## src/rtl/tmq_pkg.sv

```systemverilog
// Package with shared constants, types and status codes of the typed message queue.
`timescale 1ns / 1ps
package tmq_pkg;
   localparam int MAX_MESSAGES_DEF  = 16;
   localparam int MAX_MSG_BYTES_DEF = 4096;
   localparam logic [15:0] CAPACITY_RESET = 16'd16384;

   localparam int TYPE_W = 31;
   localparam int SIZE_W = 13;
   localparam int TAG_W  = 32;

   typedef enum logic [2:0] {
      ST_OK         = 3'd0,
      ST_INVALID    = 3'd1,
      ST_NO_SPACE   = 3'd2,
      ST_NO_MESSAGE = 3'd3,
      ST_TOO_BIG    = 3'd4,
      ST_FULL       = 3'd5
   } status_type;

   typedef enum logic [2:0] {
      S_IDLE,
      S_SCAN,
      S_TAKE,
      S_SHIFT,
      S_DONE
   } state_type;
endpackage

```

## src/rtl/tmq_ram.sv

```systemverilog
// Generic single-port-write, single-port-read RAM with a registered read.
`timescale 1ns / 1ps
module tmq_ram #(
   parameter int WIDTH = 8,
   parameter int DEPTH = 16
) (
   input  logic                     clock,
   input  logic                     wr_en,
   input  logic [$clog2(DEPTH)-1:0] wr_addr,
   input  logic [WIDTH-1:0]         wr_data,
   input  logic [$clog2(DEPTH)-1:0] rd_addr,
   output logic [WIDTH-1:0]         rd_data
);
   logic [WIDTH-1:0] mem [DEPTH];

   always_ff @(posedge clock) begin
      if (wr_en) begin
         mem[wr_addr] <= wr_data;
      end
      rd_data <= mem[rd_addr];
   end
endmodule

```

## src/rtl/typed_message_queue_top.sv

```systemverilog
// Top level of the typed message queue: control sequencer around one entry memory.
`timescale 1ns / 1ps
// One mailbox of up to MAX_MESSAGES messages in arrival order, kept in a single
// synchronous RAM of {type, size, tag} words. A send passes through the decision
// state, which loads its result into the output register. A receive reads the
// stored entries one per cycle until it finds its message (a negative kind scans
// them all), decides in the take state, then moves each later entry down one place,
// one entry per cycle through the single RAM port, and closes the gap by lowering
// the count. One item is worked on at a time: the block returns to idle as the
// result is registered, and only then is the next accepted. A new item may be
// accepted while the previous result still waits in the output register; its own
// result is then held back until that transfer has happened.
module typed_message_queue_top #(
   parameter int MAX_MESSAGES  = tmq_pkg::MAX_MESSAGES_DEF,
   parameter int MAX_MSG_BYTES = tmq_pkg::MAX_MSG_BYTES_DEF
) (
   input  logic                              clock,
   input  logic                              reset,
   input  logic                              csr_wr_en,
   input  logic [15:0]                       csr_queue_capacity_bytes,
   input  logic                              req_valid,
   output logic                              req_stall,
   input  logic                              req_action,
   input  logic signed [31:0]                req_msg_kind,
   input  logic [15:0]                       req_msg_size,
   input  logic [1:0]                        req_mode_flags,
   input  logic [31:0]                       req_payload_tag,
   output logic                              rsp_valid,
   input  logic                              rsp_stall,
   output logic [2:0]                        rsp_status,
   output logic [tmq_pkg::TYPE_W-1:0]        rsp_got_type,
   output logic [tmq_pkg::SIZE_W-1:0]        rsp_got_size,
   output logic [31:0]                       rsp_got_tag,
   output logic [$clog2(MAX_MESSAGES+1)-1:0] rsp_queued_count,
   output logic [15:0]                       rsp_queued_bytes
);
   import tmq_pkg::*;

   localparam int AW = $clog2(MAX_MESSAGES);
   localparam int CW = $clog2(MAX_MESSAGES + 1);
   localparam int EW = TYPE_W + SIZE_W + TAG_W;
   localparam logic [CW-1:0] MAX_CNT = CW'(MAX_MESSAGES);
   localparam logic [16:0] MAX_BYTES = 17'(MAX_MSG_BYTES);

   state_type state_ff, state_in;
   logic [15:0] cap_ff;
   logic [CW-1:0] count_ff, count_in;
   logic [15:0] bytes_ff, bytes_in;

   // Latched request.
   logic action_ff;
   logic signed [31:0] want_ff;
   logic [15:0] size_ff;
   logic [1:0] flags_ff;
   logic [31:0] tag_ff;

   // Scan bookkeeping.
   logic [CW-1:0] idx_ff, idx_in;     // address being issued
   logic [CW-1:0] ridx_ff, ridx_in;   // address of data now on rd_data
   logic rvalid_ff, rvalid_in;
   logic found_ff, found_in;
   logic [CW-1:0] best_ff, best_in;
   logic [TYPE_W-1:0] btype_ff, btype_in;
   logic [SIZE_W-1:0] bsize_ff, bsize_in;
   logic [TAG_W-1:0] btag_ff, btag_in;

   // Result register.
   logic rvld_ff, rvld_in;
   status_type st_ff, st_in;
   logic [TYPE_W-1:0] gtype_ff, gtype_in;
   logic [SIZE_W-1:0] gsize_ff, gsize_in;
   logic [TAG_W-1:0] gtag_ff, gtag_in;
   logic [CW-1:0] qcnt_ff, qcnt_in;
   logic [15:0] qbytes_ff, qbytes_in;

   // Memory port.
   logic wr_en;
   logic [AW-1:0] wr_addr, rd_addr;
   logic [EW-1:0] wr_data, rd_data;
   logic [TYPE_W-1:0] r_type;
   logic [SIZE_W-1:0] r_size;
   logic [TAG_W-1:0] r_tag;

   tmq_ram #(.WIDTH(EW), .DEPTH(MAX_MESSAGES)) u_ram (
      .clock  (clock),
      .wr_en  (wr_en),
      .wr_addr(wr_addr),
      .wr_data(wr_data),
      .rd_addr(rd_addr),
      .rd_data(rd_data)
   );

   assign {r_type, r_size, r_tag} = rd_data;

   logic req_fire, rsp_fire, out_busy;
   assign req_stall = (state_ff != S_IDLE);
   assign req_fire  = req_valid && !req_stall;
   assign rsp_fire  = rvld_ff && !rsp_stall;
   // A result still waiting at the output keeps the next one from being written.
   assign out_busy  = rvld_ff && rsp_stall;

   always_ff @(posedge clock) begin
      if (reset) begin
         cap_ff <= CAPACITY_RESET;
      end else if (csr_wr_en) begin
         cap_ff <= csr_queue_capacity_bytes;
      end
   end

   always_ff @(posedge clock) begin
      if (req_fire) begin
         action_ff <= req_action;
         want_ff   <= req_msg_kind;
         size_ff   <= req_msg_size;
         flags_ff  <= req_mode_flags;
         tag_ff    <= req_payload_tag;
      end
      best_ff   <= best_in;
      btype_ff  <= btype_in;
      bsize_ff  <= bsize_in;
      btag_ff   <= btag_in;
      gtype_ff  <= gtype_in;
      gsize_ff  <= gsize_in;
      gtag_ff   <= gtag_in;
      qcnt_ff   <= qcnt_in;
      qbytes_ff <= qbytes_in;
      st_ff     <= st_in;
      ridx_ff   <= ridx_in;
      idx_ff    <= idx_in;
   end

   always_ff @(posedge clock) begin
      if (reset) begin
         state_ff  <= S_IDLE;
         count_ff  <= '0;
         bytes_ff  <= '0;
         rvalid_ff <= 1'b0;
         found_ff  <= 1'b0;
         rvld_ff   <= 1'b0;
      end else begin
         state_ff  <= state_in;
         count_ff  <= count_in;
         bytes_ff  <= bytes_in;
         rvalid_ff <= rvalid_in;
         found_ff  <= found_in;
         rvld_ff   <= rvld_in;
      end
   end

   // Match test on the entry now read out.
   logic pos_want, neg_want, zero_want, exc;
   logic [31:0] mag;
   logic same, hit;
   logic [16:0] sum_bytes;
   always_comb begin
      zero_want = (want_ff == 32'sd0);
      neg_want  = want_ff[31];
      pos_want  = !zero_want && !neg_want;
      exc       = flags_ff[0];
      mag       = 32'(-want_ff);
      same      = ({1'b0, r_type} == want_ff[31:0]);
      hit       = exc ? !same : same;
      sum_bytes = {1'b0, size_ff} + {1'b0, bytes_ff};
   end

   always_comb begin
      state_in  = state_ff;
      count_in  = count_ff;
      bytes_in  = bytes_ff;
      idx_in    = idx_ff;
      ridx_in   = ridx_ff;
      rvalid_in = 1'b0;
      found_in  = found_ff;
      best_in   = best_ff;
      btype_in  = btype_ff;
      bsize_in  = bsize_ff;
      btag_in   = btag_ff;
      rvld_in   = rvld_ff && !rsp_fire;
      st_in     = st_ff;
      gtype_in  = gtype_ff;
      gsize_in  = gsize_ff;
      gtag_in   = gtag_ff;
      qcnt_in   = qcnt_ff;
      qbytes_in = qbytes_ff;
      wr_en     = 1'b0;
      wr_addr   = count_ff[AW-1:0];
      wr_data   = '0;
      rd_addr   = idx_ff[AW-1:0];

      case (state_ff)
         S_IDLE: begin
            if (req_fire) begin
               state_in = S_SCAN;
               idx_in   = '0;
               found_in = 1'b0;
               if (req_action) begin
                  state_in  = S_SCAN;
                  rd_addr   = '0;
                  idx_in    = CW'(1);
                  ridx_in   = '0;
                  rvalid_in = 1'b1;
               end else begin
                  state_in = S_DONE;
               end
            end
         end
         S_SCAN: begin
            // One entry arrives per cycle; the next address is issued meanwhile.
            rd_addr = idx_ff[AW-1:0];
            if (rvalid_ff && ridx_ff < count_ff && !(found_ff && !neg_want)) begin
               if (zero_want || (pos_want && hit)) begin
                  found_in = 1'b1;
                  best_in = ridx_ff; btype_in = r_type; bsize_in = r_size; btag_in = r_tag;
               end else if (neg_want && (!found_ff || r_type < btype_ff)) begin
                  found_in = 1'b1;
                  best_in = ridx_ff; btype_in = r_type; bsize_in = r_size; btag_in = r_tag;
               end
            end
            if (rvalid_ff && ridx_ff < count_ff && !(found_ff && !neg_want)
                && !(zero_want || (pos_want && hit))
                && ridx_ff + CW'(1) < count_ff) begin
               rvalid_in = 1'b1;
               ridx_in   = idx_ff;
               idx_in    = idx_ff + CW'(1);
            end else begin
               state_in = S_TAKE;
            end
         end
         S_TAKE: begin
            if (!out_busy) begin
               gtype_in = '0; gsize_in = '0; gtag_in = '0;
               if (!found_ff || (neg_want && {1'b0, btype_ff} > mag)) begin
                  st_in = ST_NO_MESSAGE;
                  qcnt_in = count_ff; qbytes_in = bytes_ff;
                  state_in = S_IDLE; rvld_in = 1'b1;
               end else if ({3'b0, bsize_ff} > size_ff && !flags_ff[1]) begin
                  st_in = ST_TOO_BIG;
                  qcnt_in = count_ff; qbytes_in = bytes_ff;
                  state_in = S_IDLE; rvld_in = 1'b1;
               end else begin
                  st_in    = ST_OK;
                  gtype_in = btype_ff;
                  gtag_in  = btag_ff;
                  gsize_in = ({3'b0, bsize_ff} > size_ff) ? size_ff[SIZE_W-1:0] : bsize_ff;
                  bytes_in = bytes_ff - {3'b0, bsize_ff};
                  // Start moving later entries down: read best + 1.
                  idx_in    = best_ff + CW'(1);
                  rd_addr   = idx_in[AW-1:0];
                  rvalid_in = (best_ff + CW'(1) < count_ff);
                  ridx_in   = best_ff;
                  state_in  = S_SHIFT;
               end
            end
         end
         S_SHIFT: begin
            if (rvalid_ff) begin
               wr_en   = 1'b1;
               wr_addr = ridx_ff[AW-1:0];
               wr_data = rd_data;
               ridx_in = idx_ff;
               idx_in  = idx_ff + CW'(1);
               rd_addr = idx_in[AW-1:0];
               rvalid_in = (idx_ff + CW'(1) < count_ff);
            end else begin
               count_in  = count_ff - CW'(1);
               qcnt_in   = count_in;
               qbytes_in = bytes_ff;
               state_in  = S_IDLE;
               rvld_in   = 1'b1;
            end
         end
         S_DONE: begin
            // Send decision.
            if (!out_busy) begin
               gtype_in = '0; gsize_in = '0; gtag_in = '0;
               if ({1'b0, size_ff} > MAX_BYTES || want_ff[31] || want_ff == 32'sd0) begin
                  st_in = ST_INVALID;
               end else if (sum_bytes > {1'b0, cap_ff}) begin
                  st_in = ST_NO_SPACE;
               end else if (count_ff >= MAX_CNT) begin
                  st_in = ST_FULL;
               end else begin
                  st_in    = ST_OK;
                  wr_en    = 1'b1;
                  wr_addr  = count_ff[AW-1:0];
                  wr_data  = {want_ff[TYPE_W-1:0], size_ff[SIZE_W-1:0], tag_ff};
                  count_in = count_ff + CW'(1);
                  bytes_in = sum_bytes[15:0];
               end
               qcnt_in   = count_in;
               qbytes_in = bytes_in;
               state_in  = S_IDLE;
               rvld_in   = 1'b1;
            end
         end
         default: state_in = S_IDLE;
      endcase
   end

   assign rsp_valid        = rvld_ff;
   assign rsp_status       = st_ff;
   assign rsp_got_type     = gtype_ff;
   assign rsp_got_size     = gsize_ff;
   assign rsp_got_tag      = gtag_ff;
   assign rsp_queued_count = qcnt_ff;
   assign rsp_queued_bytes = qbytes_ff;

`ifndef NO_ASSERTIONS
   a_count_bound: assert property (@(posedge clock) disable iff (reset)
      count_ff <= MAX_CNT) else $error("message count above store depth");
   a_busy_stall: assert property (@(posedge clock) disable iff (reset)
      (state_ff != S_IDLE) |-> req_stall) else $error("item accepted while busy");
   a_ok_send_grows: assert property (@(posedge clock) disable iff (reset)
      (state_ff == S_DONE && wr_en) |=> count_ff == $past(count_ff) + CW'(1))
      else $error("accepted send did not add an entry");
   a_empty_no_bytes: assert property (@(posedge clock) disable iff (reset)
      (state_ff == S_IDLE && count_ff == '0) |-> bytes_ff == 16'd0)
      else $error("bytes held with an empty store");
`endif
endmodule
```

## config.mk

```make
export PLATFORM = sky130hd
export DESIGN_NAME = typed_message_queue_top
export DESIGN_NICKNAME = d
export VERILOG_FILES = /design/src/rtl/tmq_pkg.sv /design/src/rtl/tmq_ram.sv /design/src/rtl/typed_message_queue_top.sv
export SDC_FILE = /design/constraint.sdc
export NUM_CORES = 2
export LEC_CHECK = 0
export BUFFER_PORTS_ARGS = -buffer_cell sky130_fd_sc_hd__buf_2
export CAP_MARGIN = 20
export CELL_PAD_IN_SITES_DETAIL_PLACEMENT = 2
export CELL_PAD_IN_SITES_GLOBAL_PLACEMENT = 2
export CORE_MARGIN = 3
export CORE_UTILIZATION = 30
export CTS_BUF_LIST = sky130_fd_sc_hd__clkbuf_16
export DETAILED_ROUTE_END_ITERATION = 7
export PLACE_DENSITY_LB_ADDON = 0.1
export SETUP_SLACK_MARGIN = 0.15
export SYNTH_ARGS = -nofsm -noshare
export SYNTH_HDL_FRONTEND = slang
export SYNTH_SLANG_ARGS = --single-unit
```

## constraint.sdc

```tcl
create_clock -name clock -period 23.7 [get_ports clock]
set_clock_uncertainty 0.15 [all_clocks]
set_input_delay 2.37 -clock clock [delete_from_list [all_inputs] [get_ports clock]]
set_output_delay 2.37 -clock clock [all_outputs]
set_load 0.005 [all_outputs]
```

==> flow_metrics.tcl <==
set metrics [dict create \
    status "finished, final reports clean" \
    path_clk_slew_ps 60 \
    avgSynthCellArea_um2 14.55 \
    synth.most_common_cell "edfxtp_1" \
    max_slew_margin 0.2618 \
    synthTopCellsByCount "edfxtp_1 (1,489), nand2_1 (550), and2_1 (237)" \
    num_rows 172 \
    post-route-period-util 0.3826 \
    antenna_left 0 \
    viasPerCell 5.116 \
    hold_class "reg -> reg" \
    place_ws_ps 14260 \
    cts_tree "built" \
    dp.cells 7556 \
    finalNetCount 5039 \
    core_um2 220600 \
    syn_area_um2 66820 \
    drc 0 \
    drive_gt1_frac 0.1450 \
    portBuffers 205 \
    required_ps 24310 \
    fill_cells 22270 \
    cap_violations 0 \
    dieArea_um2 228400 \
    overflow 0 \
    synth.distinct_cells 72 \
    grt_usage 0.1875 \
    syn2layout_area_growth_pct 15.30 \
    wirelength_um 218100 \
    hold_viol_final 0 \
    cts_resized 0 \
    cts_sinks 1608 \
    die_height_um 478.0 \
    io-pin-count 206 \
    cts-root-buf "clkbuf_16" \
    post_cts_buffers 0 \
    grt_pass1_wl_um 315400 \
    synth_top_cell_by_area "edfxtp_1" \
    syn-num-nets 4839 \
    wl_per_cell_um 27.53 \
    gp_congestion 0.7525 \
    rrSetupSlack_ps 14630 \
    netlist_instances 4592 \
    die_x_um 478.0 \
    first_pass_iters 5 \
    start_util 0.3029 \
    max_freq_mhz 110.3 \
    num_vias 40530 \
    async_reset_ff_frac 0 \
    p_leak_uw 0.02701 \
    tns_ps 0 \
    synth-edff-count 1489 \
    placed_cell_area_um2 71050 \
    ys_seq_area_frac 0.7048 \
    synth_top_area_share 0.6691 \
    antenna_found_initial 13 \
    fin_crit_ps 9067 \
    synthTopCellsByArea "edfxtp_1 (67%), dfxtp_1 (3.6%), nand2_1 (3.1%)" \
    rsz0062_at_grt "false" \
    worst_slack_ps 14630 \
    hpwl_um 123100 \
    power_density_nw_per_um2 97.62 \
    worst_setup_path_end_kind "register" \
    slew_viol_final 0 \
    synth-seq-cells 1608 \
    criticalPathCategory "reg -> reg" \
    critPathArrivalTime_ps 9680 \
    ys.flop_type "edfxtp_1" \
    cp-start-kind "register" \
    cts_max_path_buffers 3 \
    numCtsBuffers 189 \
    stdcell_area_um2 77050 \
    cts_max_level 4 \
    ys_warn_count 0 \
    critical_path.max_fanout 160 \
    ctsHoldBuffers 0 \
    setup_viol 0 \
    peakVddDrop_v 0.00006349 \
    final_cells 7922 \
    clkLatencyLatePin_ps 830 \
    grt_pass1_vias 42940 \
    drtIter0Drc 2846 \
    worst_pin_slew_ps 1102 \
    grt_max_degree 161 \
]
-- final cells by class --
class,count,area [um^2],area share
Tap cell,2958,3701,0.04804
Clock buffer,195,4880,0.06334
Timing Repair Buffer,284,1707,0.02215
Sequential cell,1608,47100,0.6113
Multi-Input combinational cell,2597,18160,0.2357
Antenna cell,4,10.01,0.0001299
Inverter,112,422.9,0.005489
Clock inverter,164,1074,0.01393
-- per-stage QoR --
stage / power, uW / hold WS, ps / utilization
finish: 7521 / 280.7 / 0.3493
global placement: 4813 / 263.7 / 0.3221
detailed placement: 4822 / 268.6 / 0.3221
CTS: 7649 / 282.1 / 0.3491
floorplan: 4301 / 258.6 / -
global route: 7882 / 302.8 / 0.3492
-- sequential cells by signal, indices dropped and copies added (netlist names), 16 cells and up --
signal and flops:
want_ff 32, rsp_got_type 31, btag_ff 32, size_ff 16, tag_ff 32, rsp_queued_bytes 16, bytes_ff 16, u_ram.mem 1216
cap_ff 16, btype_ff 31, rsp_got_tag 32, u_ram.rd_data 76
-- critical path, stage by stage, from the launching register on --
cell	delay (ps)
edfxtp_1	500
inv_1	110
ha_1	200
nor4b_1	780
nand3_1	200
or3_1	500
nor3_1	780
nand2b_1	200
ha_1	150
nand3_1	90
or2_2	330
or3_1	400
nor3_1	330
o32ai_4	180
a31oi_1	370
or3b_4	580
buf_12	680
buf_12	650
buf_4	790
nand2_1	150
and3_1	210
o32ai_1	260
a221o_1	170
-- per-layer routing --
metal | vias to the layer above | part of all wire | global-route usage
met1 | 21470 | 0.49 | 0.2752
met4 | 2 | 0.019 | 0.04089
met3 | 267 | 0.038 | 0.02693
met2 | 757 | 0.46 | 0.2933
met5 | - | 0.000060 | 0
li1 | 18030 | - | -
-- cell families (layout without fill, tap and decap cells) --
| group | count (synthesis) | in the layout | share of synthesized area |
|---|---|---|---|
| muxes | 245 | 245 | 0.03814 |
| adders and majority gates | 143 | 143 | 0.02700 |
| DFF | 1608 | 1608 | 0.7048 |
| other | 0 | 4 | 0 |
| and+or+nand+nor | 1222 | 1222 | 0.08735 |
| AOI/OAI and AO/OA | 890 | 890 | 0.1026 |
| xor gates and xnor gates | 97 | 97 | 0.01271 |
| buffers and inverters | 387 | 755 | 0.02741 |
-- placed cells by master, fill, tap and decap left out, types with 18 or more instances in the layout --
master        n
buf_2       205
nor2_1      150
nand4_1      21
xor2_1       29
a221o_1      78
clkbuf_16   195
o32ai_1      78
edfxtp_1   1489
nor3_1       33
mux2_2       77
clkinv_2     28
a22o_1       84
nand3_1      30
dfxtp_1     119
buf_4        72
nand2_1     547
ha_1        141
nor4_1       18
o21ai_0      60
a21o_1       24
xnor2_1      68
a211oi_2     58
and3_1      113
a21oi_1      80
a211oi_1    177
clkinv_1     44
inv_1       175
a22oi_1      20
mux2i_1     168
a31oi_1     164
and2_1      237
-- worst paths after layout --
| kind | from | to | depth (start not counted) |
|---|---|---|---|
| worst max-delay path | want_ff[0] | u_ram.rd_data[21] | 22 |
| worst min-delay path | u_ram.rd_data[40] | bsize_ff[8] | 0 |
| worst max register to register | want_ff[0] | u_ram.rd_data[21] | 22 |
| worst min register to register | u_ram.rd_data[40] | bsize_ff[8] | 0 |
-- report_power, final --
group / switching (uW) / internal (uW) / leakage, uW / total, uW
Clock: 1220 / 1560 / 0.00313 / 2780
Sequential: 175 / 3210 / 0.0148 / 3390
Combinational: 841 / 512 / 0.00906 / 1350
(Power assumes the default switching activity.)
